**src/sv/hccd_pkg.sv**
```systemverilog
// ---------------------------------------------------------------------------
// hccd_pkg
// Types and codes shared by the hall-call car dispatcher.
// ---------------------------------------------------------------------------
package hccd_pkg;

   localparam int FLOOR_BITS = 4;
   localparam int DIR_BITS   = 2;
   localparam int IDX_BITS   = 3;
   localparam int CSR_BITS   = 4;

   localparam logic [DIR_BITS-1:0] DIR_NONE = 2'd0;
   localparam logic [DIR_BITS-1:0] DIR_UP   = 2'd1;
   localparam logic [DIR_BITS-1:0] DIR_DOWN = 2'd2;

   localparam logic [CSR_BITS-1:0] ACTIVE_RESET = 4'd8;

   typedef logic [FLOOR_BITS-1:0] floor_type;
   typedef logic [DIR_BITS-1:0]   dir_type;

   // One car's status entry (13 bits).
   typedef struct packed {
      floor_type floor;
      floor_type target;
      dir_type   dir;
      logic      door;
      logic      fault;
      logic      moving;
   } entry_type;

   // Hall call under dispatch.
   typedef struct packed {
      floor_type floor;
      dir_type   dir;
   } call_type;

   // Running best of the current pass.
   typedef struct packed {
      logic      found;
      floor_type gap;
   } best_type;

   typedef enum logic [1:0] {
      ST_IDLE,
      ST_SCAN,
      ST_FINISH
   } state_type;

endpackage

```
**src/sv/hccd_judge.sv**
```systemverilog
// ---------------------------------------------------------------------------
// hccd_judge
// Decides whether one car entry beats the running best of a scan pass.
// ---------------------------------------------------------------------------
module hccd_judge
   import hccd_pkg::*;
(
   input  entry_type entry,
   input  call_type  call,
   input  logic      pass2,
   input  best_type  best,
   output logic      take,
   output floor_type gap
);

   floor_type tdist;
   logic      passed;
   logic      closer;
   logic      dir_ok;
   logic      strict_ok;

   always_comb begin
      gap    = (entry.floor > call.floor) ? entry.floor - call.floor
                                          : call.floor - entry.floor;
      tdist  = (entry.target > entry.floor) ? entry.target - entry.floor
                                            : entry.floor - entry.target;
      // skip a car that has already gone by the call floor
      passed = ((entry.floor > call.floor) && (entry.dir == DIR_UP)) ||
               ((entry.floor < call.floor) && (entry.dir == DIR_DOWN));
      // first pass keeps the lower index on a tie, second the higher
      if (pass2) begin
         closer = !(best.found && (gap > best.gap));
      end else begin
         closer = !(best.found && (gap >= best.gap));
      end
      dir_ok    = (entry.dir == call.dir) || (entry.dir == DIR_NONE);
      strict_ok = !entry.door && !(entry.moving && (gap > tdist));
      take      = !passed && closer && dir_ok && !entry.fault && (pass2 || strict_ok);
   end

endmodule

```
**src/sv/hall_call_car_dispatch_top.sv**
```systemverilog
// ---------------------------------------------------------------------------
// hall_call_car_dispatch_top
// Car status table with two-pass hall-call dispatch.
// ---------------------------------------------------------------------------
// Usage:
//   req_* carries one word per item. tuser = 0 writes one car's status entry
//   and returns nothing; tuser = 1 is a hall call and returns one rsp word.
//   csr_* writes active_cars, the number of cars scanned from index 0; it is
//   always ready and is meant to be written while the block is idle.
// Throughput:
//   An update leaves the block idle; the next word is taken the cycle after.
//   A hall call scans the status memory one entry per cycle over its single
//   registered read port, n = min(active_cars, MAX_CARS) entries per pass;
//   the second pass runs only when the first finds no car. No new word is
//   taken until the call's response is loaded.
// Reset:
//   All entries read as zero (floor 0, idle, door closed) until written;
//   active_cars returns to 8. No clearing pass is needed.
// Stall:
//   The result sits in an output register; a new word is accepted while it
//   waits, and the next call holds at the end of its scan until rsp drains.
// ---------------------------------------------------------------------------
module hall_call_car_dispatch_top
   import hccd_pkg::*;
#(
   parameter int MAX_CARS = 8
)
(
   input  logic                clock,
   input  logic                reset,
   // req_tdata: car_index[2:0], car_floor[6:3], car_target[10:7],
   // car_direction[12:11], door_open[13], car_faulted[14], car_moving[15],
   // call_floor[19:16], call_direction[21:20], zero [23:22]
   input  logic                req_tvalid,
   output logic                req_tready,
   input  logic [23:0]         req_tdata,
   input  logic                req_tuser,       // mode
   // rsp_tdata: chosen_car[2:0], hall_floor[6:3], hall_direction[8:7],
   // zero [15:9]
   output logic                rsp_tvalid,
   input  logic                rsp_tready,
   output logic [15:0]         rsp_tdata,
   output logic                rsp_tuser,       // car_found
   input  logic                csr_valid,
   output logic                csr_ready,
   input  logic [CSR_BITS-1:0] csr_data
);

   localparam int AW = (MAX_CARS > 1) ? $clog2(MAX_CARS) : 1;
   localparam int CW = $clog2(MAX_CARS + 1);

   // status memory
   entry_type           mem [MAX_CARS];
   logic [MAX_CARS-1:0] vld_ff;
   entry_type           rd_data_ff;
   logic                rd_vld_ff;
   logic                rd_en;
   logic [AW-1:0]       rd_addr;
   logic                wr_en;
   logic [AW-1:0]       wr_addr;
   entry_type           wr_data;

   state_type           state_ff, state_in;
   logic                pass2_ff, pass2_in;
   logic [CW-1:0]       iss_ff, iss_in;
   logic                rv_ff;
   logic [AW-1:0]       ridx_ff;
   logic                found_ff, found_in;
   logic [AW-1:0]       best_ff, best_in;
   floor_type           bestd_ff, bestd_in;
   call_type            call_ff;
   logic [CSR_BITS-1:0] active_ff;

   logic                rsp_valid_ff, rsp_valid_in;
   logic                rsp_found_ff;
   logic [AW-1:0]       rsp_car_ff;
   call_type            rsp_call_ff;
   logic                rsp_load;

   logic                req_acc;
   logic [4:0]          act_ext;
   logic [4:0]          n_wide;
   logic [CW-1:0]       n_cars;
   logic                last;
   entry_type           cur_entry;
   best_type            best_cur;
   logic                take;
   floor_type           gap;

   assign req_acc   = req_tvalid && req_tready;
   assign req_tready = (state_ff == ST_IDLE);
   assign csr_ready = 1'b1;

   assign act_ext = {1'b0, active_ff};
   assign n_wide  = (act_ext > 5'(MAX_CARS)) ? 5'(MAX_CARS) : act_ext;
   assign n_cars  = n_wide[CW-1:0];
   assign last    = ((CW'(ridx_ff) + CW'(1)) == n_cars);

   // status update write
   assign wr_en   = req_acc && !req_tuser && (5'(req_tdata[2:0]) < 5'(MAX_CARS));
   assign wr_addr = AW'(req_tdata[2:0]);
   assign wr_data = '{floor:  req_tdata[6:3],
                      target: req_tdata[10:7],
                      dir:    req_tdata[12:11],
                      door:   req_tdata[13],
                      fault:  req_tdata[14],
                      moving: req_tdata[15]};
   assign rd_addr = iss_ff[AW-1:0];

   always_ff @(posedge clock) begin
      if (wr_en) begin
         mem[wr_addr] <= wr_data;
      end
      if (rd_en) begin
         rd_data_ff <= mem[rd_addr];
         rd_vld_ff  <= vld_ff[rd_addr];
         ridx_ff    <= rd_addr;
      end
   end

   // never-written entries read as the reset status
   assign cur_entry = rd_vld_ff ? rd_data_ff : '0;
   assign best_cur  = '{found: found_ff, gap: bestd_ff};

   hccd_judge u_judge (
      .entry (cur_entry),
      .call  (call_ff),
      .pass2 (pass2_ff),
      .best  (best_cur),
      .take  (take),
      .gap   (gap)
   );

   always_comb begin
      state_in     = state_ff;
      pass2_in     = pass2_ff;
      iss_in       = iss_ff;
      found_in     = found_ff;
      best_in      = best_ff;
      bestd_in     = bestd_ff;
      rd_en        = 1'b0;
      rsp_load     = 1'b0;
      rsp_valid_in = rsp_valid_ff && !rsp_tready;
      case (state_ff)
         ST_IDLE: begin
            if (req_acc && req_tuser) begin
               pass2_in = 1'b0;
               iss_in   = '0;
               found_in = 1'b0;
               state_in = (n_cars == '0) ? ST_FINISH : ST_SCAN;
            end
         end
         ST_SCAN: begin
            if (iss_ff < n_cars) begin
               rd_en  = 1'b1;
               iss_in = iss_ff + CW'(1);
            end
            if (rv_ff) begin
               if (take) begin
                  found_in = 1'b1;
                  best_in  = ridx_ff;
                  bestd_in = gap;
               end
               if (last) begin
                  // rescan with loose rules when the strict pass finds nothing
                  if (!pass2_ff && !found_in) begin
                     pass2_in = 1'b1;
                     iss_in   = '0;
                  end else begin
                     state_in = ST_FINISH;
                  end
               end
            end
         end
         ST_FINISH: begin
            if (!rsp_valid_ff || rsp_tready) begin
               rsp_load     = 1'b1;
               rsp_valid_in = 1'b1;
               state_in     = ST_IDLE;
            end
         end
         default: begin
            state_in = ST_IDLE;
         end
      endcase
   end

   always_ff @(posedge clock) begin
      if (reset) begin
         state_ff     <= ST_IDLE;
         pass2_ff     <= 1'b0;
         iss_ff       <= '0;
         rv_ff        <= 1'b0;
         found_ff     <= 1'b0;
         vld_ff       <= '0;
         active_ff    <= ACTIVE_RESET;
         rsp_valid_ff <= 1'b0;
      end else begin
         state_ff     <= state_in;
         pass2_ff     <= pass2_in;
         iss_ff       <= iss_in;
         rv_ff        <= rd_en;
         found_ff     <= found_in;
         rsp_valid_ff <= rsp_valid_in;
         if (wr_en) begin
            vld_ff[wr_addr] <= 1'b1;
         end
         if (csr_valid && csr_ready) begin
            active_ff <= csr_data;
         end
      end
   end

   always_ff @(posedge clock) begin
      best_ff  <= best_in;
      bestd_ff <= bestd_in;
      if (req_acc && req_tuser) begin
         call_ff <= '{floor: req_tdata[19:16], dir: req_tdata[21:20]};
      end
      if (rsp_load) begin
         rsp_found_ff <= found_ff;
         rsp_car_ff   <= found_ff ? best_ff : '0;
         rsp_call_ff  <= call_ff;
      end
   end

   assign rsp_tvalid = rsp_valid_ff;
   assign rsp_tuser  = rsp_found_ff;
   assign rsp_tdata  = {7'b0, rsp_call_ff.dir, rsp_call_ff.floor, 3'(rsp_car_ff)};

endmodule
```
**config.mk**
```make
export PLATFORM = sky130hd
export DESIGN_NAME = hall_call_car_dispatch_top
export DESIGN_NICKNAME = d
export VERILOG_FILES = /design/src/sv/hccd_pkg.sv /design/src/sv/hccd_judge.sv /design/src/sv/hall_call_car_dispatch_top.sv
export SDC_FILE = /design/constraint.sdc
export NUM_CORES = 1
export LEC_CHECK = 0
export ABC_AREA = 1
export BUFFER_PORTS_ARGS = -buffer_cell sky130_fd_sc_hd__buf_2
export CAP_MARGIN = 25
export CORE_MARGIN = 1.5
export CORE_UTILIZATION = 40
export CTS_BUF_LIST = sky130_fd_sc_hd__clkbuf_8
export CTS_CLUSTER_DIAMETER = 150
export DETAILED_ROUTE_END_ITERATION = 6
export GPL_TIMING_DRIVEN = 0
export SYNTH_ARGS = -nofsm -noshare
export SYNTH_HDL_FRONTEND = slang
export SYNTH_SLANG_ARGS = --single-unit
```
**constraint.sdc**
```tcl
create_clock -name clock -period 6.45 [get_ports clock]
set_input_delay 0 -clock clock [delete_from_list [all_inputs] [get_ports clock]]
set_output_delay 0 -clock clock [all_outputs]
set_load 0.05 [all_outputs]
```
[Word-level counts from Yosys, hierarchy flattened]
Memories as Yosys holds them, arrays and structs flattened. A register that Yosys moved wholly into a read port is not among the register bits.
Cells that the tools add are included.
Word-level totals
  flip-flop bits (word level): 49
  ROM bits: 0
  bits in latches: 0
  memories: 1
  memory bits (writable): 104
Memories
  mem: depth 8, width 13, rd ports 1, clocked after Yosys merged registers in 1, wr ports 1, RTL line hall_call_car_dispatch_top.sv:53  | entry_type mem [MAX_CARS];
Cells by class
  order comparisons: 11
  equal/unequal tests: 12
  reduce and logical (&&, ||, !) cells: 40
  bitwise gates (word level): 1
  shifts and indexed selects: 0
  divide/modulo/power cells: 0
  multipliers: 0
  muxes and demuxes: 40
  $add $sub $neg: 6
Operators with widths (count)
  $mux W4: 8
  $mux W1: 19
  $gt A4 B4 Y1: 4
  $logic_and A1 B1 Y1: 16
  $sub A4 B4 Y4: 4
  $mux W13: 1
  $mux W2: 6
  $logic_not A1 Y1: 11
  $ne A2 B2 Y1 const B: 5
  $reduce_and A5 Y1: 2
  $lt A3 B4 Y1 const B: 2
  $lt A4 B4 Y1: 2
  $or A8 B8 Y8: 1
  $pmux W4 S2: 1
  $pmux W2 S3: 1
  $reduce_and A3 Y1: 2
  $add A3 B1 Y4 const B: 1
  $add A4 B1 Y4 const B: 1
  $eq A2 B1 Y1 const B: 2
  $eq A2 B2 Y1 const B: 2
  $eq A4 B4 Y1: 1
  $ge A4 B4 Y1: 1
  $gt A4 B4 Y1 const B: 1
  $logic_not A2 Y1: 2
  10 further kinds: 14

[Logic depth before layout (Yosys ltp)]
  word-level depth: 20
  depth in mapped cells: 29

[Modules after synthesis]
From an unflattened synthesis, not the netlist that was laid out.
Second synthesis, totals
  cells, all modules: 741
  area total of the unflattened synthesis: 7708.6 µm²
By module, submodules not included
  hall_call_car_dispatch_top: seq. area each 4764.6 µm², area each 6760.2 µm², cells each 586, instances 1
  hccd_judge: seq. area each 0.0 µm², area each 948.4 µm², cells each 155, instances 1

[Least setup slack after synthesis]
Ideal clock, no wire load.
  path kind: flip-flop to flip-flop
  from: reg rd_vld_ff
  to: reg best_ff[0], enable pin
  cell stages (with the launch flop): 24
  buffers on the path: 1
  arrival time: 3.071 ns
  setup slack: 3.019 ns
  cell sequence: edfxtp_1 buf_6 nand2_1 inv_1 ha_1 inv_1 ha_1 or2_2 nand2_1 nand3b_1 nand2_2 a21oi_1 a21o_1 xor2_1 ha_1 nand2_1 o21a_1 nand2_1 nand2_1 nand2_1 nand2_1 nand2_1 nand2_4 nor2_1
Between the ends
  longest elaborated chain between the ends: 12
  elaborated cells between the ends (all ways): 38
RTL lines
  from (decl): RTL line hall_call_car_dispatch_top.sv:56  | logic rd_vld_ff;
  from (signal assigned): RTL line hall_call_car_dispatch_top.sv:116  | rd_vld_ff <= vld_ff[rd_addr];
  $mux W13 *: RTL line hall_call_car_dispatch_top.sv:122  | assign cur_entry = rd_vld_ff ? rd_data_ff : '0;
  $sub A4 B4 Y4 (tied with other cells): RTL line hccd_judge.sv:24  | : call.floor - entry.floor;
  $mux W4: RTL line hccd_judge.sv:23  | gap = (entry.floor > call.floor) ? entry.floor - call.floor
  $ge A4 B4 Y1 / $gt A4 B4 Y1 (equally long branches): RTL line hccd_judge.sv:34, hccd_judge.sv:32
  $logic_and A1 B1 Y1 (on tied branches): RTL line hccd_judge.sv:34, hccd_judge.sv:32
  $logic_not A1 Y1 (on tied branches): RTL line hccd_judge.sv:34, hccd_judge.sv:32
  $mux W1: RTL line hccd_judge.sv:31  | if (pass2) begin
  $logic_and A1 B1 Y1 (3 in series): RTL line hccd_judge.sv:38  | take = !passed && closer && dir_ok && !entry.fault && (pass2 || strict_ok);
  $logic_and A1 B1 Y1 *: RTL line hccd_judge.sv:38
  $reduce_and A3 Y1 (no line) *
  to (signal assigned): RTL line hall_call_car_dispatch_top.sv:215  | best_ff <= best_in;
  to (decl): RTL line hall_call_car_dispatch_top.sv:69  | logic [AW-1:0] best_ff, best_in;
Every way passes the cells marked *; elsewhere a longest branch is shown, timed or not.
A chain may end at the register's enable or synchronous reset.

[Final worst setup path]
  from: reg rd_vld_ff
  to: reg bestd_ff[0], enable pin
Between the ends
  longest elaborated chain between the ends: 12
  elaborated cells between the ends (all ways): 38
RTL lines
  $mux W13 *: RTL line hall_call_car_dispatch_top.sv:122
  $sub A4 B4 Y4 (tied with other cells): RTL line hccd_judge.sv:24
  $mux W4: RTL line hccd_judge.sv:23
  $ge A4 B4 Y1 / $gt A4 B4 Y1 (equally long branches): RTL line hccd_judge.sv:34, hccd_judge.sv:32
  $logic_and A1 B1 Y1 (on tied branches): RTL line hccd_judge.sv:34, hccd_judge.sv:32
  $logic_not A1 Y1 (on tied branches): RTL line hccd_judge.sv:34, hccd_judge.sv:32
  $mux W1: RTL line hccd_judge.sv:31
  $logic_and A1 B1 Y1 (3 in series): RTL line hccd_judge.sv:38
  $logic_and A1 B1 Y1 *: RTL line hccd_judge.sv:38
  $reduce_and A3 Y1 (no line) *
  to (signal assigned): RTL line hall_call_car_dispatch_top.sv:216  | bestd_ff <= bestd_in;
  to (decl): RTL line hall_call_car_dispatch_top.sv:70  | floor_type bestd_ff, bestd_in;
Marked as above.

==> impl_metrics.ini <==
[status]
status = completed

[placement]
place_inst = 971
gp_congestion = 0.839
hpwl_mm = 11.0
portBuffers = 42
dpl_cell_area_um2 = 7930

[floorplan]
start_util_pct = 40.9
die_y_um = 139
num_rows = 49
ioPinCount = 54
core-area_um2 = 18000
die_x_um = 139
dieArea_um2 = 19200

[pwr]
power_density_nw_per_um2 = 336
leakagePower_nw = 3.38
p_total_mw = 2.90
peakVddDrop_mv = 0.184

[min_path]
hold_start = req_tdata[2]
hold_path_end = mem[5][7]
hp-class = input port to flop
hold_path_depth = 3

[routing]
via_count = 5230
dr.pass1.iters = 5
drt-initial-drc-count = 423
drc = 0
dr_wl_met3_um = 882
met2_length_mm = 8.12
viasPerCell = 5.05
ant_nets = 0
top_layer = met4
wl_met1_mm = 7.26
routed_wl_mm = 16.6
wl_per_cell_um = 16.0

[layout]
design_area_um2 = 8650
syn2layout_area_growth_pct = 17.4
final_common_cell = nor2_1
utilization_pct = 48.0
multi_input_area_um2 = 2230
final_cells = 1036
layout_common_cells = 150 x nor2_1, 144 x edfxtp_1, 76 x nand2_1
drive_gt1_share_pct = 13.0
fillCellCount = 1623
ff_latch_area_um2 = 4760
layout.nets = 855
antenna_cells = 0

[yosys]
syn-instance-count = 691
synthTopCellsByArea = edfxtp_1 59%, nor2_1 7.9%, dfxtp_1 6.0%
synth_area_um2 = 7370
synth_top_area_share_pct = 58.7
yosysWarnings = 0
yosys.area.top_type = edfxtp_1
yosysSeqAreaShare_pct = 64.7
avgSynthCellArea_um2 = 10.7
synth.distinct_cells = 42
synth_seq_cells = 166

[clock_tree]
clk_latency_ns = 0.46
cts.sinks = 166
postCtsSetupRepairBufs = 0
root_buffer = clkbuf_8
clockBufferDepth = 2
post_cts_resized = 0
clkTransAtPathRegs_ns = 0.08
cts_tree = built
cts_made_buffers = 17
cts.htree.levels = 4
cts_hold_buffers = 36

[worst_setup_path]
ff2ff_path_depth = 25
crit_type = flop to flop
r2r-end = bestd_ff[0]
r2r_start = rd_vld_ff
cp_max_fo = 10
worst_setup_path_end_kind = flop
reg2reg_setup_slack_ns = 2.47
worstPathRequired_ns = 6.54
arrival_ns = 4.07
critPathLaunchType = flop

[timing]
worst_slew_pin_slew_ns = 0.979
tns_ns = 0
rsz0062_at_grt = no
drv_slew = 0
post-route-min-period_ns = 3.98
post-route-period-util_pct = 61.7
relSlewSlack_pct = 34.7
maxClockFrequency_mhz = 251
finClkSkew_ns = 0.0146
hold_violations = 0
setup_violations = 0

[grt]
grt_pass1_vias = 5118
overflow = 0
grt_max_degree = 17
grt_pass1_wl_mm = 26.0
grt_use_total_pct = 17.7
antenna_found_initial = 0

[job]
max_cap_violations = 0
## through the flow
stage,hold WS [ns],setup slack [ns]
after floorplan,0.0989,3.02
after global placement,0.181,2.59
after detailed placement,0.179,2.50
after CTS,0.0881,2.46
after global routing,0.0882,2.08
final,0.116,2.47
## cell families (layout without fill, tap and decap cells)
group                      after synthesis  after routing  share of synthesized area [%]
AOI/OAI and AO/OA                      122            122                           9.12
xor gates and xnor gates                 9              9                           1.07
DFF                                    166            166                           64.7
adders and majority gates               24             24                           4.18
other                                    2              8                          0.102
buffers and inverters                   99            209                           5.57
and+or+nand+nor                        267            267                           15.0
muxes                                    2              2                          0.289
## routing by layer
layer	up-vias	track usage, %
li1	2550	-
met1	2482	22.2
met2	172	30.0
met3	26	4.01
met4	0	6.69
met5	-	0
## cells in the mapped netlist (all sizes together)
| cell type | count |
|---|---|
| and3 | 1 |
| a31oi | 14 |
| mux2i | 1 |
| or2 | 2 |
| o2111ai | 1 |
| o21ai | 72 |
| clkinv | 1 |
| ha | 23 |
| nand2 | 81 |
| nor2 | 158 |
| mux2 | 1 |
| edfxtp | 144 |
| nand3b | 4 |
| buf | 11 |
| dfxtp | 22 |
| inv | 65 |
| a21oi | 15 |
| a21o | 1 |
| xor2 | 7 |
| nor3 | 1 |
| nand3 | 15 |
| nand4 | 5 |
| xnor2 | 2 |
| fa | 1 |
| o21a | 2 |
| clkbuf | 22 |
| conb | 2 |
| o211ai | 2 |
| o22ai | 15 |
## worst max-delay path by stage
stage	cells past startpoint	startpoint	endpoint
finish	25	rd_vld_ff	bestd_ff[0]
global route	19	rd_vld_ff	bestd_ff[0]
CTS	19	rd_vld_ff	bestd_ff[0]
detailed placement	19	rd_vld_ff	bestd_ff[0]
global placement	21	rd_vld_ff	bestd_ff[0]
floorplan	23	rd_vld_ff	best_ff[0]
## cell type report
class	count	area share, %
Sequential cell	166	55.1
Buffer	33	1.88
Inverter	66	2.86
Multi-Input combinational cell	432	25.8
Timing Repair Buffer	81	6.86
Clock buffer	17	2.70
Tap cell	229	3.31
Clock inverter	12	1.50
## critical path, stage by stage (launching register included)
cell      delay, ns
edfxtp_1       0.44
buf_6          0.17
nand2_1        0.11
inv_1          0.11
ha_1           0.15
inv_1          0.05
ha_1           0.17
or2_2          0.31
nand2_1        0.08
nand3b_1       0.09
nand2_2        0.12
a21oi_1        0.06
a21o_1         0.17
xor2_1         0.23
ha_1           0.29
nand2_1        0.09
inv_1          0.04
nand2_1        0.05
nand2_1        0.04
nand2_1        0.06
nand2_1        0.05
nand2_1        0.05
nand2_1        0.06
nand2_1        0.10
nand2_4        0.08
nor2_1         0.44
## state kept, by name, indices dropped and copies added, names as in the netlist
signal and count:
mem 104, rd_data_ff 13, vld_ff 8, call_ff 6
rsp_tdata 6, active_ff 4, bestd_ff 4, iss_ff 4
best_ff 3, ridx_ff 3, rsp_car_ff 3, state_ff 2
found_ff 1, pass2_ff 1, rd_vld_ff 1, rsp_tuser 1
rsp_tvalid 1, rv_ff 1
## power breakdown
group / switching, mW / internal, mW
Clock: 0.374 / 0.338
Sequential: 0.0323 / 1.26
Combinational: 0.599 / 0.302
Total: 1.01 / 1.90
No activity file was read; power rests on OpenSTA's default activity.
